[config.mk]
export PLATFORM = sky130hd
export DESIGN_NAME = field_difference_statistics
export DESIGN_NICKNAME = d
export VERILOG_FILES = /design/src/sv/fds_pkg.sv /design/src/sv/fds_front.sv /design/src/sv/fds_queue.sv /design/src/sv/fds_back.sv /design/src/sv/field_difference_statistics.sv
export SDC_FILE = /design/constraint.sdc
export NUM_CORES = 1
export LEC_CHECK = 0
export BUFFER_PORTS_ARGS = -buffer_cell sky130_fd_sc_hd__buf_4
export CAP_MARGIN = 30
export CORE_ASPECT_RATIO = 1.5
export CORE_MARGIN = 1.5
export CORE_UTILIZATION = 40
export DETAILED_ROUTE_END_ITERATION = 8
export GPL_ROUTABILITY_DRIVEN = 0
export GPL_TIMING_DRIVEN = 0
export PLACE_DENSITY_LB_ADDON = 0.1
export SYNTH_ARGS = -nofsm -noshare
export SYNTH_HDL_FRONTEND = slang
export SYNTH_SLANG_ARGS = --single-unit
[constraint.sdc]
create_clock -name clk -period 8.8 [get_ports clk]
set_input_delay 0 -clock clk [delete_from_list [all_inputs] [get_ports clk]]
set_output_delay 0 -clock clk [all_outputs]
set_load 0.005 [all_outputs]
[src/sv/fds_pkg.sv]
// ============================================================================
// fds_pkg
// Shared types, constants and helpers for the field difference statistics
// block: queue entry layout, pair classes, register indexes, back-end states.
// ============================================================================
package fds_pkg;

    // Register indexes on the configuration port
    localparam logic [1:0] REG_MISSING_A   = 2'd0;
    localparam logic [1:0] REG_MISSING_B   = 2'd1;
    localparam logic [1:0] REG_ABS_THRESH  = 2'd2;
    localparam logic [1:0] REG_REL_THRESH  = 2'd3;

    // Register reset values
    localparam logic [31:0] MISSING_RESET    = 32'h8000_0000;
    localparam logic [31:0] ABS_THRESH_RESET = 32'd66;
    localparam logic [16:0] REL_THRESH_RESET = 17'd66;

    // Field limits
    localparam int          FIELD17_MAX = 131071;
    localparam logic [16:0] REL_ONE     = 17'd65536;

    // Divider: one quotient bit per cycle, sixteen bits of Q0.16
    localparam int DIV_STEPS  = 16;
    localparam int STEP_WIDTH = $clog2(DIV_STEPS);

    // Queue between front and back
    localparam int QUEUE_DEPTH = 2;

    // Class of one sample pair, decided in the front end
    typedef enum logic [2:0] {
        KIND_BOTH_ABSENT,
        KIND_ONE_ABSENT,
        KIND_SIGN_FLIP,
        KIND_ZERO,
        KIND_RATIO
    } pair_kind_t;

    // One queued pair after classification
    typedef struct packed {
        pair_kind_t  kind;
        logic        last;
        logic [31:0] abs_diff;   // |a - b|
        logic [31:0] divisor;    // max(|a|, |b|)
    } fds_entry_t;

    // Queue status seen by both ends
    typedef struct packed {
        logic full;
        logic empty;
    } fds_queue_status_t;

    // Back-end sequencer states
    typedef enum logic [1:0] {
        BK_IDLE,
        BK_DIV,
        BK_APPLY
    } back_state_t;

    // Saturating record tally increment
    function automatic logic [15:0] tally_up(input logic [15:0] t);
        tally_up = (t == 16'hFFFF) ? t : t + 16'd1;
    endfunction

endpackage

[src/sv/fds_front.sv]
// ============================================================================
// fds_front
// Accepts sample pairs, checks them against the missing codes and sorts them
// into pair classes with their absolute difference and divisor.
// ============================================================================
module fds_front
    import fds_pkg::*;
(
    input  logic              in_valid,
    output logic              in_stall,
    input  logic [31:0]       sample_a,
    input  logic [31:0]       sample_b,
    input  logic              last_of_record,
    input  logic [31:0]       missing_a,
    input  logic [31:0]       missing_b,
    input  fds_queue_status_t q_status,
    output logic              push,
    output fds_entry_t        push_entry
);

    logic        a_absent;
    logic        b_absent;
    logic [32:0] diff_wide;
    logic [32:0] diff_neg;
    logic [31:0] abs_diff;
    logic [31:0] mag_a;
    logic [31:0] mag_b;
    logic        a_zero;
    logic        b_zero;
    logic        a_pos;
    logic        b_pos;
    logic        flip;

    // Stall while the queue is full
    assign in_stall = q_status.full;
    assign push     = in_valid && !q_status.full;

    // Absent detection is exact bit equality
    assign a_absent = (sample_a == missing_a);
    assign b_absent = (sample_b == missing_b);

    // Absolute difference in 33 bits, magnitude fits 32
    assign diff_wide = {sample_a[31], sample_a} - {sample_b[31], sample_b};
    assign diff_neg  = 33'd0 - diff_wide;
    assign abs_diff  = diff_wide[32] ? diff_neg[31:0] : diff_wide[31:0];

    // Magnitudes; the most negative code maps to 2^31
    assign mag_a = sample_a[31] ? (~sample_a + 32'd1) : sample_a;
    assign mag_b = sample_b[31] ? (~sample_b + 32'd1) : sample_b;

    assign a_zero = (sample_a == 32'd0);
    assign b_zero = (sample_b == 32'd0);
    assign a_pos  = !sample_a[31] && !a_zero;
    assign b_pos  = !sample_b[31] && !b_zero;
    assign flip   = (sample_a[31] && b_pos) || (a_pos && sample_b[31]);

    // Classify the pair
    always_comb
    begin
        push_entry.last     = last_of_record;
        push_entry.abs_diff = abs_diff;
        push_entry.divisor  = (mag_a > mag_b) ? mag_a : mag_b;
        if (a_absent && b_absent)
            push_entry.kind = KIND_BOTH_ABSENT;
        else if (a_absent || b_absent)
            push_entry.kind = KIND_ONE_ABSENT;
        else if (flip)
            push_entry.kind = KIND_SIGN_FLIP;
        else if (a_zero || b_zero)
            push_entry.kind = KIND_ZERO;
        else
            push_entry.kind = KIND_RATIO;
    end

endmodule

[src/sv/fds_queue.sv]
// ============================================================================
// fds_queue
// Short FIFO of classified pairs between the front end and the back end.
// ============================================================================
module fds_queue
    import fds_pkg::*;
(
    input  logic              clk,
    input  logic              rst_n,
    input  logic              push,
    input  fds_entry_t        push_entry,
    input  logic              pop,
    output fds_entry_t        head,
    output fds_queue_status_t status
);

    localparam int PTR_WIDTH = (QUEUE_DEPTH > 1) ? $clog2(QUEUE_DEPTH) : 1;
    localparam int CNT_WIDTH = $clog2(QUEUE_DEPTH + 1);
    localparam logic [PTR_WIDTH-1:0] PTR_LAST = PTR_WIDTH'(QUEUE_DEPTH - 1);
    localparam logic [CNT_WIDTH-1:0] CNT_FULL = CNT_WIDTH'(QUEUE_DEPTH);

    fds_entry_t           slot_reg [QUEUE_DEPTH];
    logic [PTR_WIDTH-1:0] wr_ptr_reg;
    logic [PTR_WIDTH-1:0] wr_ptr_next;
    logic [PTR_WIDTH-1:0] rd_ptr_reg;
    logic [PTR_WIDTH-1:0] rd_ptr_next;
    logic [CNT_WIDTH-1:0] count_reg;
    logic [CNT_WIDTH-1:0] count_next;

    assign status.full  = (count_reg == CNT_FULL);
    assign status.empty = (count_reg == '0);
    assign head         = slot_reg[rd_ptr_reg];

    // Advance pointers and fill level
    always_comb
    begin
        wr_ptr_next = wr_ptr_reg;
        rd_ptr_next = rd_ptr_reg;
        count_next  = count_reg;
        if (push)
            wr_ptr_next = (wr_ptr_reg == PTR_LAST) ? '0 : wr_ptr_reg + 1'b1;
        if (pop)
            rd_ptr_next = (rd_ptr_reg == PTR_LAST) ? '0 : rd_ptr_reg + 1'b1;
        if (push && !pop)
            count_next = count_reg + 1'b1;
        else if (pop && !push)
            count_next = count_reg - 1'b1;
    end

    always_ff @(posedge clk or negedge rst_n)
    begin
        if (!rst_n)
        begin
            wr_ptr_reg <= '0;
            rd_ptr_reg <= '0;
            count_reg  <= '0;
        end
        else
        begin
            wr_ptr_reg <= wr_ptr_next;
            rd_ptr_reg <= rd_ptr_next;
            count_reg  <= count_next;
        end
    end

    // Store the pushed beat
    always_ff @(posedge clk)
    begin
        if (push)
            slot_reg[wr_ptr_reg] <= push_entry;
    end

endmodule

[src/sv/fds_back.sv]
// ============================================================================
// fds_back
// Takes classified pairs from the queue, runs the serial ratio divider when
// needed, folds each pair into the record statistics and emits the result
// beat on the last pair of a record.
// ============================================================================
module fds_back
    import fds_pkg::*;
#(
    parameter int MAX_POINTS = 65536
)
(
    input  logic              clk,
    input  logic              rst_n,
    input  fds_queue_status_t q_status,
    input  fds_entry_t        q_head,
    output logic              pop,
    input  logic [31:0]       abs_threshold,
    input  logic [16:0]       rel_threshold,
    output logic              out_valid,
    input  logic              out_stall,
    output logic [16:0]       differing_count,
    output logic [31:0]       max_abs_diff,
    output logic [16:0]       max_rel_diff,
    output logic              sign_flip_seen,
    output logic              zero_seen,
    output logic [15:0]       records_seen,
    output logic [15:0]       records_differing,
    output logic [15:0]       records_beyond_threshold
);

    localparam logic [16:0] DIFF_CAP =
        17'((MAX_POINTS > FIELD17_MAX) ? FIELD17_MAX : MAX_POINTS);
    localparam logic [STEP_WIDTH-1:0] STEP_LAST = STEP_WIDTH'(DIV_STEPS - 1);

    back_state_t state_reg;
    back_state_t state_next;

    fds_entry_t            work_reg;
    logic [31:0]           rem_reg;
    logic [31:0]           rem_next;
    logic [DIV_STEPS-1:0]  quo_reg;
    logic [DIV_STEPS-1:0]  quo_next;
    logic [STEP_WIDTH-1:0] step_reg;
    logic [32:0]           rem_shift;
    logic                  div_active;

    logic [16:0] cnt_reg;
    logic [31:0] abs_reg;
    logic [16:0] rel_reg;
    logic        sign_reg;
    logic        zero_reg;
    logic [15:0] rec_tally_reg;
    logic [15:0] diff_tally_reg;
    logic [15:0] beyond_tally_reg;

    logic        count_hit;
    logic [16:0] cnt_upd;
    logic [31:0] abs_upd;
    logic [16:0] rel_upd;
    logic        sign_upd;
    logic        zero_upd;
    logic [16:0] ratio;
    logic        apply_hold;
    logic        apply_fire;
    logic        emit;
    logic [15:0] diff_tally_upd;
    logic [15:0] beyond_tally_upd;

    logic        out_valid_reg;
    logic [16:0] out_count_reg;
    logic [31:0] out_abs_reg;
    logic [16:0] out_rel_reg;
    logic        out_sign_reg;
    logic        out_zero_reg;
    logic [15:0] out_rec_reg;
    logic [15:0] out_diff_reg;
    logic [15:0] out_beyond_reg;

    // Hold the last pair while the previous result beat is still waiting
    assign apply_hold = work_reg.last && out_valid_reg && out_stall;

    // Sequencer next state
    always_comb
    begin
        state_next = state_reg;
        unique case (state_reg)
            BK_IDLE:
                if (!q_status.empty)
                    state_next = (q_head.kind == KIND_RATIO) ? BK_DIV : BK_APPLY;
            BK_DIV:
                if (step_reg == STEP_LAST)
                    state_next = BK_APPLY;
            BK_APPLY:
                if (!apply_hold)
                    state_next = BK_IDLE;
            default:
                state_next = BK_IDLE;
        endcase
    end

    // Sequencer outputs
    always_comb
    begin
        pop        = 1'b0;
        div_active = 1'b0;
        apply_fire = 1'b0;
        unique case (state_reg)
            BK_IDLE:  pop        = !q_status.empty;
            BK_DIV:   div_active = 1'b1;
            BK_APPLY: apply_fire = !apply_hold;
            default:  pop        = 1'b0;
        endcase
    end

    assign emit = apply_fire && work_reg.last;

    always_ff @(posedge clk or negedge rst_n)
    begin
        if (!rst_n)
            state_reg <= BK_IDLE;
        else
            state_reg <= state_next;
    end

    // Restoring divider step: remainder stays below the divisor
    assign rem_shift = {rem_reg, 1'b0};

    always_comb
    begin
        if (rem_shift >= {1'b0, work_reg.divisor})
        begin
            rem_next = 32'(rem_shift - {1'b0, work_reg.divisor});
            quo_next = {quo_reg[DIV_STEPS-2:0], 1'b1};
        end
        else
        begin
            rem_next = rem_shift[31:0];
            quo_next = {quo_reg[DIV_STEPS-2:0], 1'b0};
        end
    end

    // Load the popped beat and run the divider
    always_ff @(posedge clk)
    begin
        if (pop)
        begin
            work_reg <= q_head;
            rem_reg  <= q_head.abs_diff;
            quo_reg  <= '0;
        end
        else if (div_active)
        begin
            rem_reg <= rem_next;
            quo_reg <= quo_next;
        end
    end

    always_ff @(posedge clk or negedge rst_n)
    begin
        if (!rst_n)
            step_reg <= '0;
        else if (pop)
            step_reg <= '0;
        else if (div_active)
            step_reg <= step_reg + 1'b1;
    end

    // Quotient of same-signed nonzero samples is below 1.0
    assign ratio = 17'(quo_reg);

    // Fold the current pair into the record statistics
    always_comb
    begin
        count_hit = 1'b0;
        abs_upd   = abs_reg;
        rel_upd   = rel_reg;
        case (work_reg.kind) inside
            KIND_ONE_ABSENT:
            begin
                count_hit = 1'b1;
                rel_upd   = REL_ONE;
            end
            KIND_SIGN_FLIP, KIND_ZERO, KIND_RATIO:
            begin
                count_hit = (work_reg.abs_diff != 32'd0);
                if (work_reg.abs_diff > abs_reg)
                    abs_upd = work_reg.abs_diff;
                if (work_reg.kind == KIND_RATIO && ratio > rel_reg)
                    rel_upd = ratio;
            end
            default:
                count_hit = 1'b0;
        endcase
        cnt_upd  = (count_hit && cnt_reg < DIFF_CAP) ? cnt_reg + 17'd1 : cnt_reg;
        sign_upd = sign_reg || (work_reg.kind == KIND_SIGN_FLIP);
        zero_upd = zero_reg || (work_reg.kind == KIND_ZERO);
    end

    // Record tallies on the last pair
    always_comb
    begin
        diff_tally_upd   = diff_tally_reg;
        beyond_tally_upd = beyond_tally_reg;
        if (abs_upd != 32'd0 || rel_upd != 17'd0)
            diff_tally_upd = tally_up(diff_tally_reg);
        if (abs_upd > abs_threshold || rel_upd > rel_threshold)
            beyond_tally_upd = tally_up(beyond_tally_reg);
    end

    // Update or clear the record statistics
    always_ff @(posedge clk or negedge rst_n)
    begin
        if (!rst_n)
        begin
            cnt_reg          <= '0;
            abs_reg          <= '0;
            rel_reg          <= '0;
            sign_reg         <= 1'b0;
            zero_reg         <= 1'b0;
            rec_tally_reg    <= '0;
            diff_tally_reg   <= '0;
            beyond_tally_reg <= '0;
        end
        else if (apply_fire)
        begin
            if (work_reg.last)
            begin
                cnt_reg          <= '0;
                abs_reg          <= '0;
                rel_reg          <= '0;
                sign_reg         <= 1'b0;
                zero_reg         <= 1'b0;
                rec_tally_reg    <= tally_up(rec_tally_reg);
                diff_tally_reg   <= diff_tally_upd;
                beyond_tally_reg <= beyond_tally_upd;
            end
            else
            begin
                cnt_reg  <= cnt_upd;
                abs_reg  <= abs_upd;
                rel_reg  <= rel_upd;
                sign_reg <= sign_upd;
                zero_reg <= zero_upd;
            end
        end
    end

    // Result beat valid
    always_ff @(posedge clk or negedge rst_n)
    begin
        if (!rst_n)
            out_valid_reg <= 1'b0;
        else if (emit)
            out_valid_reg <= 1'b1;
        else if (!out_stall)
            out_valid_reg <= 1'b0;
    end

    // Result beat payload
    always_ff @(posedge clk)
    begin
        if (emit)
        begin
            out_count_reg  <= cnt_upd;
            out_abs_reg    <= abs_upd;
            out_rel_reg    <= rel_upd;
            out_sign_reg   <= sign_upd;
            out_zero_reg   <= zero_upd;
            out_rec_reg    <= tally_up(rec_tally_reg);
            out_diff_reg   <= diff_tally_upd;
            out_beyond_reg <= beyond_tally_upd;
        end
    end

    assign out_valid                = out_valid_reg;
    assign differing_count          = out_count_reg;
    assign max_abs_diff             = out_abs_reg;
    assign max_rel_diff             = out_rel_reg;
    assign sign_flip_seen           = out_sign_reg;
    assign zero_seen                = out_zero_reg;
    assign records_seen             = out_rec_reg;
    assign records_differing        = out_diff_reg;
    assign records_beyond_threshold = out_beyond_reg;

endmodule

[src/sv/field_difference_statistics.sv]
// ============================================================================
// field_difference_statistics
// Per-record comparison statistics of two streams of Q16.16 sample pairs.
// ============================================================================
// Each input beat is one pair; a pair is absent on a side when its bits equal
// that side's missing code. The front end classifies a pair in the cycle it
// is accepted and drops it into a two-entry queue. The back end takes one
// pair at a time: a pair whose relative difference must be computed is
// popped, run through the one-bit-per-cycle restoring divider and then
// applied to the record; every other pair is popped and applied. The divider
// sets the sustained rate. A result beat appears on the pair marked last and
// sits in an output register, so the queue keeps filling while it waits.
// Configuration writes take effect at once and should be made while idle.
module field_difference_statistics
    import fds_pkg::*;
#(
    parameter int MAX_POINTS = 65536
)
(
    input  logic        clk,
    input  logic        rst_n,
    input  logic        cfg_write_en,
    input  logic [1:0]  cfg_index,
    input  logic [31:0] cfg_data,
    input  logic        in_valid,
    output logic        in_stall,
    input  logic [31:0] sample_a,
    input  logic [31:0] sample_b,
    input  logic        last_of_record,
    output logic        out_valid,
    input  logic        out_stall,
    output logic [16:0] differing_count,
    output logic [31:0] max_abs_diff,
    output logic [16:0] max_rel_diff,
    output logic        sign_flip_seen,
    output logic        zero_seen,
    output logic [15:0] records_seen,
    output logic [15:0] records_differing,
    output logic [15:0] records_beyond_threshold
);

    logic [31:0] missing_a_reg;
    logic [31:0] missing_b_reg;
    logic [31:0] abs_thresh_reg;
    logic [16:0] rel_thresh_reg;

    fds_queue_status_t q_status;
    fds_entry_t        push_entry;
    fds_entry_t        q_head;
    logic              push;
    logic              pop;

    // Configuration registers
    always_ff @(posedge clk or negedge rst_n)
    begin
        if (!rst_n)
        begin
            missing_a_reg  <= MISSING_RESET;
            missing_b_reg  <= MISSING_RESET;
            abs_thresh_reg <= ABS_THRESH_RESET;
            rel_thresh_reg <= REL_THRESH_RESET;
        end
        else if (cfg_write_en)
        begin
            unique case (cfg_index)
                REG_MISSING_A:  missing_a_reg  <= cfg_data;
                REG_MISSING_B:  missing_b_reg  <= cfg_data;
                REG_ABS_THRESH: abs_thresh_reg <= cfg_data;
                REG_REL_THRESH: rel_thresh_reg <= cfg_data[16:0];
                default:        missing_a_reg  <= missing_a_reg;
            endcase
        end
    end

    fds_front u_front (
        .in_valid       (in_valid),
        .in_stall       (in_stall),
        .sample_a       (sample_a),
        .sample_b       (sample_b),
        .last_of_record (last_of_record),
        .missing_a      (missing_a_reg),
        .missing_b      (missing_b_reg),
        .q_status       (q_status),
        .push           (push),
        .push_entry     (push_entry)
    );

    fds_queue u_queue (
        .clk        (clk),
        .rst_n      (rst_n),
        .push       (push),
        .push_entry (push_entry),
        .pop        (pop),
        .head       (q_head),
        .status     (q_status)
    );

    fds_back #(
        .MAX_POINTS (MAX_POINTS)
    ) u_back (
        .clk                      (clk),
        .rst_n                    (rst_n),
        .q_status                 (q_status),
        .q_head                   (q_head),
        .pop                      (pop),
        .abs_threshold            (abs_thresh_reg),
        .rel_threshold            (rel_thresh_reg),
        .out_valid                (out_valid),
        .out_stall                (out_stall),
        .differing_count          (differing_count),
        .max_abs_diff             (max_abs_diff),
        .max_rel_diff             (max_rel_diff),
        .sign_flip_seen           (sign_flip_seen),
        .zero_seen                (zero_seen),
        .records_seen             (records_seen),
        .records_differing        (records_differing),
        .records_beyond_threshold (records_beyond_threshold)
    );

endmodule

### After elaboration in Yosys (flattened, before gate mapping)

Memories as Yosys holds them, arrays and structs flattened.
Index checks and enable logic that the tools add are counted.

* register bits after elaboration: 472
* bits in writable memories: 136
* input bits: 104
* output and inout bits: 118
* word-level logic and storage cells: 172
* memories: 1

Memories
* u_queue.slot_reg: words 2, bits a word 68, rd ports 1, clocked after memory_dff 0, write ports 1, line fds_queue.sv:22 `fds_entry_t slot_reg [QUEUE_DEPTH];`

* add/sub/neg operators: 14
* $lt $le $gt $ge: 7
* equal/unequal tests: 21
* multiplexer cells: 49
* bitwise gates (word level): 2
* reduce and logical (&&, ||, !) cells: 46

Operator list (number)
* $mux W32: 11
* $mux W17: 6
* $gt A32 B32 Y1: 3
* $mux W16: 5
* $add A32 B1 Y32 const B: 2
* $eq A32 B32 Y1: 2
* $logic_not A32 Y1: 2
* $not A32 Y32: 2
* $reduce_bool A32 Y1: 2
* $add A16 B1 Y16 const B: 3
* $eq A16 B16 Y1 const B: 3
* $ge A33 B32 Y1: 1
* $sub A32 B32 Y33: 1
* $sub A1 B32 Y32 const A: 1
* $sub A32 B32 Y32: 1
* $add A17 B1 Y17 const B: 1
* $gt A16 B17 Y1: 1
* $gt A17 B17 Y1: 1
* $lt A17 B17 Y1 const B: 1
* $reduce_bool A17 Y1: 1
* $mux W1: 14
* $logic_and A1 B1 Y1: 13
* $mux W2: 6
* $mux W3: 4
* 21 further kinds: 52

### Logic depth before layout (Yosys ltp)

Gate-level depths: netlist of the first run.

* depth after elaboration: 8
* mapped depth: 25
* mapped depth without buffers: 22

### By module

A second synthesis of the first run with hierarchy kept.

* cells, all modules: 3156
* area, all modules: 34563.1 um^2

Modules (own cells, without submodules)
* fds_back: instances 1, cells an instance 1794, area each 18916.9 um^2, sequential area each 9884.5 um^2
* fds_front: instances 1, cells an instance 894, area each 6236.0 um^2, sequential area each 0.0 um^2
* fds_queue: instances 1, cells an instance 228, area each 5136.2 um^2, sequential area each 4184.0 um^2
* field_difference_statistics: instances 1, cells an instance 240, area each 4274.1 um^2, sequential area each 2835.2 um^2

### Least setup slack after synthesis of the first run

Ideal clock, no wire load.

* path kind: reg2reg
* start: reg u_back.state_reg[0]
* end: reg u_back.rec_tally_reg[9]
* setup time: 0.133 ns
* arrival: 4.967 ns
* data required time: 8.667 ns
* path slack: 3.700 ns
* stages on the path, launching flop included: 9
* path buffers: 2
* clock period less this slack: 5.100 ns
* path through: dfrtp_1 -> nand2b_1 -> nor2b_1 -> clkbuf_1 -> nand2_1 -> clkinv_1 -> clkbuf_1 -> nand2_1 -> xnor2_1

* word-level cells in the longest chain between the ends: 3

RTL lines
* start: declaration: line fds_back.sv:36 `back_state_t state_reg;`
* start signal: assignment: line fds_back.sv:123 `state_reg <= state_next;`
* $eq A2 B2 Y1: line fds_back.sv:108 `unique case (state_reg)`
* $mux W1: line fds_back.sv:108
* $reduce_and A2 Y1 (no line)
* end signal: assignment: line fds_back.sv:234 `rec_tally_reg <= tally_up(rec_tally_reg);`
* end: declaration: line fds_back.sv:53 `logic [15:0] rec_tally_reg;`

No other way between the ends.
A chain may end at the register's enable or synchronous reset.

### Worst setup path in the final report of the first run

* start: reg u_back.work_reg[63] (netlist name)
* end: reg u_back.out_beyond_reg[3], in the netlist u_back.records_beyond_threshold[3] (data pin)

* word-level cells in the longest chain between the ends: 7

RTL lines
* start: declaration: line fds_back.sv:39 `fds_entry_t work_reg;`
* start signal: assignment: line fds_back.sv:148 `work_reg <= q_head;`
* $gt A32 B32 Y1: line fds_back.sv:187 `if (work_reg.abs_diff > abs_reg)`
* $mux W32 (*): line fds_back.sv:187
* $mux W32 (*) (2 in series): line fds_back.sv:178 `case (work_reg.kind) inside`
* via u_back.abs_upd[31]: line fds_back.sv:59 `logic [31:0] abs_upd;`
* $gt A32 B32 Y1 (*): line fds_back.sv:207 `if (abs_upd > abs_threshold || rel_upd > rel_threshold)`
* $logic_or A1 B1 Y1 (*): line fds_back.sv:207
* $mux W16 (*): line fds_back.sv:207
* via u_back.beyond_tally_upd[3]: line fds_back.sv:68 `logic [15:0] beyond_tally_upd;`
* end signal: assignment: line fds_back.sv:272 `out_beyond_reg <= beyond_tally_upd;`
* end: declaration: line fds_back.sv:78 `logic [15:0] out_beyond_reg;`

The timed path passes the listed nets; every way through them passes the cells marked *.

==> metrics.yaml, run 1 <==
vias_per_cell: 5.479
status: "completed"
detail_route.wl_per_cell_um: 22.99
numCtsBuffers: 66
worst_setup_path_end_kind: "flip-flop"
fin_skew_ns: 0.03682
vias: 25100
hold_class: "primary input to async pin"
wirelength_um: 105300
num_rows: 130
p_sw_uw: 5218
ios: 222
dp_hpwl_um: 82540
finalMaxSlewViolations: 0
synth_cell_type_count: 89
ys_warn_count: 0
start_util: 0.4047
antenna_cells: 0
cts_sinks: 608
rsz0062_at_grt: "no"
path_clk_slew_ns: 0.07
ys_ff_latch: 608
cts_tree: "yes"
multi_input_area_um2: 15910
largest_register_ffs: 136
cp_max_fo: 10
power_density_nw_per_um2: 332.2
intPower_uw: 8037
swShare: 0.3937
root_buffer: "clkbuf_16"
grt_pass1_wl_um: 157800
ir_worst_vdd_mv: 0.2076
detail_route.iter0.violations: 1392
register_area_um2: 16900
synth_flop_cell: "edfxtp_1"
synth_top_area_cell: "edfxtp_1"
clkPwrFrac: 0.203
layout.filler_cells: 7808
fmax_ghz: 0.1481
drcViolationCount: 0
drive_gt1_frac: 0.1784
arrival_ns: 7.11
drt_first_pass_iters: 5
core_region_area_um2: 84090
required_ns: 9.16
syn_area_um2: 34030
synth_nets: 3368
nets: 3717
finalSetupViolCount: 0
syn_to_final_growth_pct: 17.23
grt_overflow_total: 0
seq_power_share: 0.356
leakage_uw: 0.01665
cap_violations: 0
period_share: 0.7674
async_flop_share: 0.3947
power_frac_comb: 0.442
tns_ns: 0
numPortBuffers: 220
grt_max_degree: 123
syn_area_per_cell_um2: 11.12
worst_pin_slew_ns: 1.078
critPathLaunchType: "flip-flop"
power_uw: 13260
die_h_um: 360.3
antenna_found_initial: 4
ant_nets: 0
slew_headroom: 0.2783
grt.total_usage: 0.2434
clk_path_buf_depth: 3
cts-resized-gates: 0
synth_enable_flop_cells: 352
netlist.area_leader.share: 0.3106
synthesis.instances: 3061
die_area_um2: 86880
h-tree-depth: 3
synthTopCellsByArea: "edfxtp_1 (31%), dfrtp_1 (17%), mux2_2 (7.8%), ha_1 (7.4%), xnor2_1 (5.2%)"
chipWidth_um: 241.2
synth.most_common_cell: "edfxtp_1"
finalWorstPathRequiredPeriod_ns: 6.753
clock_latency_ns: 0.64
hold_violations: 0
ys_seq_area_frac: 0.4967
path_class: "flip-flop to flip-flop"
synth_commonest_cells: "edfxtp_1 (352), nand2_1 (248), mux2_2 (236)"
grt_pass1_vias: 26220
[per-layer routing]
metal | wire length (um) | global-route usage | up-vias
li1 | - | - | 11830
met1 | 38770 | 0.2589 | 12350
met2 | 53860 | 0.4358 | 658
met3 | 3971 | 0.03082 | 257
met4 | 8705 | 0.1789 | 0
met5 | 0 | 0 | -
[kinds of logic (layout without fill, tap and decap cells)]
logic type	after synthesis	count (layout)	synth area share
adder cells (fa/ha/maj)	203	203	0.07507
XOR/XNOR	282	282	0.07257
buffers and inverters	325	723	0.03643
multiplexers	290	290	0.09400
AND/OR/NAND/NOR	756	756	0.1104
AO/OA/AOI/OAI	597	597	0.1149
flip-flops	608	608	0.4967
[cells in the final DEF (no fill, tap or decap), drive strengths merged, types with 8 or more instances in the layout]
master and n:
xor2 80, xnor2 202, o211ai 34, clkbuf 166
or2 12, or3b 8, ha 201, o31ai 33
o21ai 165, buf 256, a22o 9, a211o 9
inv 221, nand4 71, or3 14, o41ai 11
dfrtp 234, nor2 137, mux2 237, and2 11
dlygate4sd3 52, a21oi 126, o21a 35, nor3 44
nor4 48, a21o 88, edfxtp 352, and3 31
nand2b 24, o21bai 8, nand2 248, mux2i 53
dfxtp 16, nand3 57, clkinv 23, nor2b 17
a31oi 20
[power groups by stage]
stage | Sequential (uW) | Clock [uW] | Combinational (uW)
floorplan | 4640 | 0 | 3820
global placement | 4850 | 0 | 5670
detailed placement | 4770 | 0 | 5850
CTS | 4720 | 2770 | 5890
global route | 4800 | 2870 | 6430
finish | 4710 | 2690 | 5850
[through the flow]
stage | cell area (um2) | std cells | utilization | setup slack, ns | hold WS (ns)
CTS | 39900 | 4581 | 0.4745 | 2.122 | 0.03442
global route | 39900 | 4581 | 0.4745 | 1.526 | 0.04519
global placement | 37090 | 4403 | 0.4411 | 1.632 | 0.1882
floorplan | 34030 | 3061 | - | 3.700 | -0.2956
detailed placement | 37310 | 4412 | 0.4436 | 1.988 | -0.1788
finish | 39900 | 4581 | 0.4745 | 2.047 | 0.03263
[path summary, 6_finish.rpt]
kind                            cells past startpoint           startpoint                                  to  slack, ns
worst min-delay path                                3                rst_n                  u_back.rel_reg[11]       0.03
worst min register to register                      1   u_back.step_reg[3]                  u_back.step_reg[3]       0.50
max in group asynchronous                           3                rst_n          u_back.beyond_tally_reg[9]       7.96
worst max register to register                     17  u_back.work_reg[63]  u_back.records_beyond_threshold[3]       2.05
min in group clk                                    3          sample_a[3]              u_queue.slot_reg[0][3]       0.05
worst max-delay path                               17  u_back.work_reg[63]  u_back.records_beyond_threshold[3]       2.05
[worst max-delay path, cell delays in order, from the launching register on]
cell and delay (ns):
edfxtp_1 0.50, ha_1 0.37, nand4_1 0.18, nor4_2 0.63, a31oi_1 0.37, nand2_1 0.26
buf_1 0.55, mux2_2 0.51, ha_1 0.35, nand4_1 0.15, nor4_1 0.57, nand2_1 0.15
a211o_1 0.27, a31oi_1 0.42, clkbuf_1 0.41, clkbuf_1 0.45, o211ai_1 0.17, xnor2_1 0.18
[what timing repair did]
item | CTS | global route
buffers inserted | 0 | 0
hold buffers | 52 | 0
endpoints found under the hold margin | 408 | 0
[layout make-up]
class / instances / area share
multi-input combinational: 2128 / 0.3986
buffer: 106 / 0.01066
sequential: 608 / 0.4237
tap: 1122 / 0.03518
timing repair buffer: 281 / 0.05933
clock buffer: 87 / 0.04440
inverter: 219 / 0.02060
clock inverter: 30 / 0.007526
No activity file was read; power rests on OpenSTA's default activity.
==> inputs of run 2 (changes only) <==
clock period = 6.5 ns   (was 8.8 ns; I/O delays follow)
==> run 2 against run 1 <==
  * Worst hold slack barely moved
  * Sequential cell count did not move
  * First-iteration DRC count fell by 0.50%
  * Power rose by 35%
  * Via count barely moved
  * Critical endpoint is now u_queue.slot_reg[1][15]
  * Clock power rose by 35%
  * Sequential share of layout area barely moved
  * Register-to-register slack got worse by 1.7 ns
  * Core utilization barely moved
  * Design area barely moved
  * Die area did not move
==> metrics.yaml, run 2 (synthesis gave the netlist of run 1 again) <==
required_ns: 6.79
die_area_um2: 86880
numPortBuffers: 220
ir_worst_vdd_mv: 0.2812
grt.total_usage: 0.2434
worst_setup_path_end_kind: "flip-flop"
cts_tree: "yes"
layout_commonest_cell: "edfxtp_1"
finalWorstPathRequiredPeriod_ns: 6.374
path_clk_slew_ns: 0.06
h-tree-depth: 3
nets: 3717
r2r-end: "u_back.records_beyond_threshold[3]"
crit_start: "sample_b[0]"
num_rows: 130
grt_pass1_vias: 26220
path_class: "primary input to flip-flop"
finalSetupViolCount: 0
layout.filler_cells: 7808
drt_first_pass_iters: 5
finalMaxSlewViolations: 0
reg2reg_from: "u_back.work_reg[37]"
postPlaceCellArea_um2: 37310
root_buffer: "clkbuf_16"
register_area_um2: 16900
fin_skew_ns: 0.03825
leakage_uw: 0.01667
multi_input_area_um2: 15920
mostFrequentLayoutCells: "edfxtp_1 (352), nand2_1 (247), mux2_2 (236)"
cp_max_fo: 10
critPathLaunchType: "primary input"
critPathCapture: "u_queue.slot_reg[1][15]"
clk_path_buf_depth: 3
grt_overflow_total: 0
rsz0062_at_grt: "yes"
vias: 25110
worst_r2r_path_depth: 20
dp_hpwl_um: 82540
grt_max_degree: 123
period_share: 0.9806
hold_class: "primary input to async pin"
slew_headroom: 0.2822
power_density_nw_per_um2: 449.9
clock_latency_ns: 0.64
syn_to_final_growth_pct: 17.30
final_core_util: 0.4747
worst_pin_slew_ns: 1.072
die_h_um: 360.3
start_util: 0.4047
cap_violations: 0
numCtsBuffers: 66
chipWidth_um: 241.2
antenna_cells: 0
detail_route.iter0.violations: 1385
status: "completed"
vias_per_cell: 5.481
wirelength_um: 105300
tns_ns: 0
fmax_ghz: 0.1569
drcViolationCount: 0
ios: 222
arrival_ns: 6.66
hold_violations: 0
core_region_area_um2: 84090
reg2reg_slack_ns: 0.38
antenna_found_initial: 4
largest_register_ffs: 136
grt_pass1_wl_um: 157900
ant_nets: 0
stdcell_area_um2: 39920
drive_gt1_frac: 0.1801
detail_route.wl_per_cell_um: 22.98
cts_sinks: 608
run 2: changes by cell type in the layout (fill, tap and decap cells not counted):
cell      before  now
buf_1         13   10
buf_2         15   18
clkbuf_1      95   94
clkbuf_2       0    1
nor2_1       136  135
nor2_2         0    1
nor4_1        47   46
nor4_4         0    1
run 2: what timing repair did:
action                                 4_1_cts  5_1_grt
buffers inserted                             0        0
pin swaps                                    0        0
hold buffers                                52        0
setup endpoints to repair                   10       22
resized for setup                            3        5
endpoints found under the hold margin      408        0
run 2: report_power, final:
part           internal [uW]  switching [uW]  total (uW)  leakage (uW)
sequential              5740             647        6380       0.00650
combinational           3120            4820        7940       0.00918
clock                   2030            1610        3640      0.000999
total                  10900            7070       18000        0.0167
run 2: through the flow:
step           hold WS [ns]  total power, uW  cells  setup WS, ns
3_3_place_gp         0.1882            14240   4403       -0.6677
4_1_cts             0.03442            18120   4581       0.08057
5_1_grt             0.04519            19100   4581      -0.02878
6_report            0.03305            17960   4581        0.1264
2_1_floorplan       -0.2956            11450   3061         1.400
3_5_place_dp        -0.1788            14380   4412       -0.3122
run 2: how the worst min path moves through the flow:
stage	start	endpoint	slack (ns)	cells after the start
floorplan	rst_n	abs_thresh_reg[0]	-0.30	0
global placement	last_of_record	u_queue.slot_reg[1][64]	0.19	1
detailed placement	rst_n	u_back.beyond_tally_reg[6]	-0.18	1
CTS	sample_a[3]	u_queue.slot_reg[0][3]	0.03	3
global route	sample_a[6]	u_queue.slot_reg[1][6]	0.05	3
finish	rst_n	u_back.rel_reg[11]	0.03	3
run 2: cell type report:
class,instances,share of cell area
multi-input combinational,2128,0.3988
clock inverter,30,0.007522
inverter,219,0.02059
clock buffer,87,0.04438
sequential,608,0.4234
timing repair buffer,281,0.05930
buffer,106,0.01078
tap,1122,0.03516
run 2: worst max-delay path, cell delays in order:
cell	delay, ns
dlygate4sd3_1	0.54
buf_4	0.19
inv_1	0.13
ha_1	0.21
nand2_1	0.12
nor3_1	0.24
nand3_1	0.21
or3_1	0.46
or3_1	0.46
o31ai_1	0.28
xnor2_1	0.18
ha_1	0.29
a21o_1	0.17
a21o_1	0.18
a21o_1	0.18
a21o_1	0.17
a21o_1	0.16
a21oi_1	0.20
o22ai_1	0.34
nor2_1	0.49
buf_1	0.61
mux2i_1	0.84
run 2: metal layers:
metal | vias to the layer above | GRT usage | routed length, um | share of wire
li1 | 11830 | - | - | -
met1 | 12340 | 0.2590 | 38720 | 0.37
met2 | 678 | 0.4358 | 53800 | 0.51
met3 | 252 | 0.03082 | 4040 | 0.038
met4 | 0 | 0.1789 | 8701 | 0.083
met5 | - | 0 | 0 | 0
==> inputs of run 3 (changes only) <==
REMOVE_ABC_BUFFERS = 1   (was default)
clock period = 7.2 ns   (was 6.5 ns; I/O delays follow)
==> run 3 against run 2 <==
  * Global-route usage down 1.5 points
  * Largest cell class unchanged
  * Die area unchanged
  * Sequential power down 9.4%
  * Clock skew down 0.019 ns
  * Largest power group unchanged
==> metrics.yaml, run 3 (synthesis gave the netlist of run 1 again) <==
hold_class: "primary input to flip-flop"
mostFrequentLayoutCells: "edfxtp_1 (352), nand2_1 (247), mux2_2 (236)"
worst_r2r_path_depth: 22
slew_headroom: 0.3045
ios: 222
detail_route.iter0.violations: 1562
grt.total_usage: 0.2285
drcViolationCount: 0
rsz0062_at_grt: "no"
power_density_nw_per_um2: 403.0
reg2reg_from: "u_back.work_reg[33]"
ir_worst_vdd_mv: 0.2474
grt_pass1_wl_um: 149600
vias_per_cell: 5.482
antenna_found_initial: 0
clkPwrFrac: 0.205
finalWorstPathRequiredPeriod_ns: 6.455
worst_pin_slew_ns: 1.014
num_rows: 130
layout_commonest_cell: "edfxtp_1"
r2r-end: "u_back.records_beyond_threshold[15]"
clock_latency_ns: 0.67
path_delay_family: "compound AO/OA/AOI/OAI gates"
die_h_um: 360.3
cp_common_cell: "a21o_1"
period_share: 0.8965
drt_first_pass_iters: 6
ant_nets: 0
grt_pass1_vias: 25010
path_clk_slew_ns: 0.06
intPower_uw: 9934
grt_overflow_total: 0
crit_buf_inv: 2
register_area_um2: 16910
status: "completed"
detail_route.wl_per_cell_um: 22.07
swShare: 0.3829
p_sw_uw: 6164
clk_path_buf_depth: 3
critPathLaunchType: "flip-flop"
nets: 3630
chipWidth_um: 241.2
critPathCapture: "u_back.records_beyond_threshold[15]"
required_ns: 7.61
cap_violations: 0
vias: 24650
leakage_uw: 0.01669
antenna_cells: 0
numPortBuffers: 221
crit_chain: "ha_1 -> nor2b_1 -> o21a_1 -> o21a_1 -> o21ai_0 -> o211ai_1 -> a211o_1 -> nand2_1 -> buf_16 -> mux2_2 -> ha_1 -> a21o_1 -> a21o_1 -> a21o_1 -> a21o_1 -> a21oi_1 -> o21ai_0 -> a22oi_1 -> a31oi_2 -> buf_6 -> o2111ai_1 -> mux2_2"
worst_setup_path_end_kind: "flip-flop"
fmax_ghz: 0.1549
arrival_ns: 6.86
cp.depth: 22
start_util: 0.4047
layout.filler_cells: 7745
finalMaxSlewViolations: 0
numCtsBuffers: 60
grt_max_degree: 107
cts_setup_buffers: 0
reg2reg_slack_ns: 0.75
power_frac_comb: 0.436
finalSetupViolCount: 0
dp_hpwl_um: 75930
seq_power_share: 0.359
cts_tree: "yes"
hold_violations: 0
multi_input_area_um2: 15950
largest_register_ffs: 136
root_buffer: "clkbuf_16"
tns_ns: 0
cts_sinks: 608
core_region_area_um2: 84090
crit_start: "u_back.work_reg[33]"
max_stage_delay_ns: 0.62
drive_gt1_frac: 0.1894
cp_max_fo: 22
cp_slowest_cell: "nand2_1"
fin_skew_ns: 0.01890
wirelength_um: 99220
timing.hold.ws_ns: 0.04630
h-tree-depth: 2
path_class: "flip-flop to flip-flop"
syn_to_final_growth_pct: 17.37
die_area_um2: 86880
run 3: changes by cell type in the layout (fill, tap and decap cells not counted), moves of 5 or more:
cell | previous run | this run
clkbuf_8 | 2 | 8
clkbuf_1 | 94 | 11
buf_6 | 0 | 5
clkbuf_16 | 67 | 60
buf_1 | 10 | 0
buf_2 | 18 | 0
bufinv_16 | 2 | 7
buf_12 | 2 | 10
run 3: area by class of cell:
type	count	area share
Timing Repair Buffer	306	0.06957
Multi-Input combinational cell	2128	0.3994
Tap cell	1122	0.03514
Inverter	219	0.02077
Clock inverter	34	0.01049
Sequential cell	608	0.4233
Clock buffer	79	0.04138
run 3: repair_timing:
item / in CTS / in global routing
endpoints found under the hold margin: 426 / 0
gates resized for setup: 0 / 0
hold buffers: 55 / 0
run 3: worst register-to-register path, stage by stage (launching register included):
cell,delay [ns]
edfxtp_1,0.48
ha_1,0.33
nor2b_1,0.13
o21a_1,0.16
o21a_1,0.16
o21ai_0,0.23
o211ai_1,0.30
a211o_1,0.36
nand2_1,0.62
buf_16,0.24
mux2_2,0.45
ha_1,0.32
a21o_1,0.18
a21o_1,0.17
a21o_1,0.16
a21o_1,0.16
a21oi_1,0.13
o21ai_0,0.10
a22oi_1,0.32
a31oi_2,0.30
buf_6,0.27
o2111ai_1,0.24
mux2_2,0.37
run 3: through the flow:
| step | total power [uW] | std cells | setup slack (ns) | instance area, um2 | util |
|---|---|---|---|---|---|
| floorplan | 10230 | 2955 | 1.078 | 33620 | - |
| global placement | 12630 | 4298 | -2.148 | 36680 | 0.4362 |
| detailed placement | 12880 | 4327 | 0.6631 | 37300 | 0.4436 |
| CTS | 16280 | 4495 | 0.7448 | 39940 | 0.4749 |
| global route | 17170 | 4496 | 0.3484 | 39940 | 0.4750 |
| finish | 16100 | 4496 | 0.7451 | 39940 | 0.4750 |
run 3: routing by layer:
layer | share of wire | GRT usage | vias up
met1 | 0.39 | 0.2588 | 12190
met2 | 0.51 | 0.4078 | 592
met4 | 0.072 | 0.1430 | 0
li1 | - | - | 11650
met5 | 0 | 0 | -
met3 | 0.032 | 0.02195 | 213
run 3: how the worst min path moves through the flow:
stage	start	end	slack (ns)	cells after the start
finish	sample_a[21]	u_queue.slot_reg[0][21]	0.05	3
global route	sample_a[0]	u_queue.slot_reg[1][0]	0.04	3
CTS	sample_a[27]	u_queue.slot_reg[0][27]	0.002	3
detailed placement	rst_n	u_back.beyond_tally_reg[14]	-0.08	1
global placement	last_of_record	u_queue.slot_reg[0][64]	0.19	1
floorplan	rst_n	abs_thresh_reg[0]	-0.30	0
run 3: power by group through the flow:
stage	registers [uW]	logic, uW	clock network [uW]
after CTS	5790	7100	3400
final	5780	7020	3300
after floorplan	5710	4520	0
after global placement	6000	6630	0
after global routing	5880	7760	3520
after detailed placement	5850	7030	0
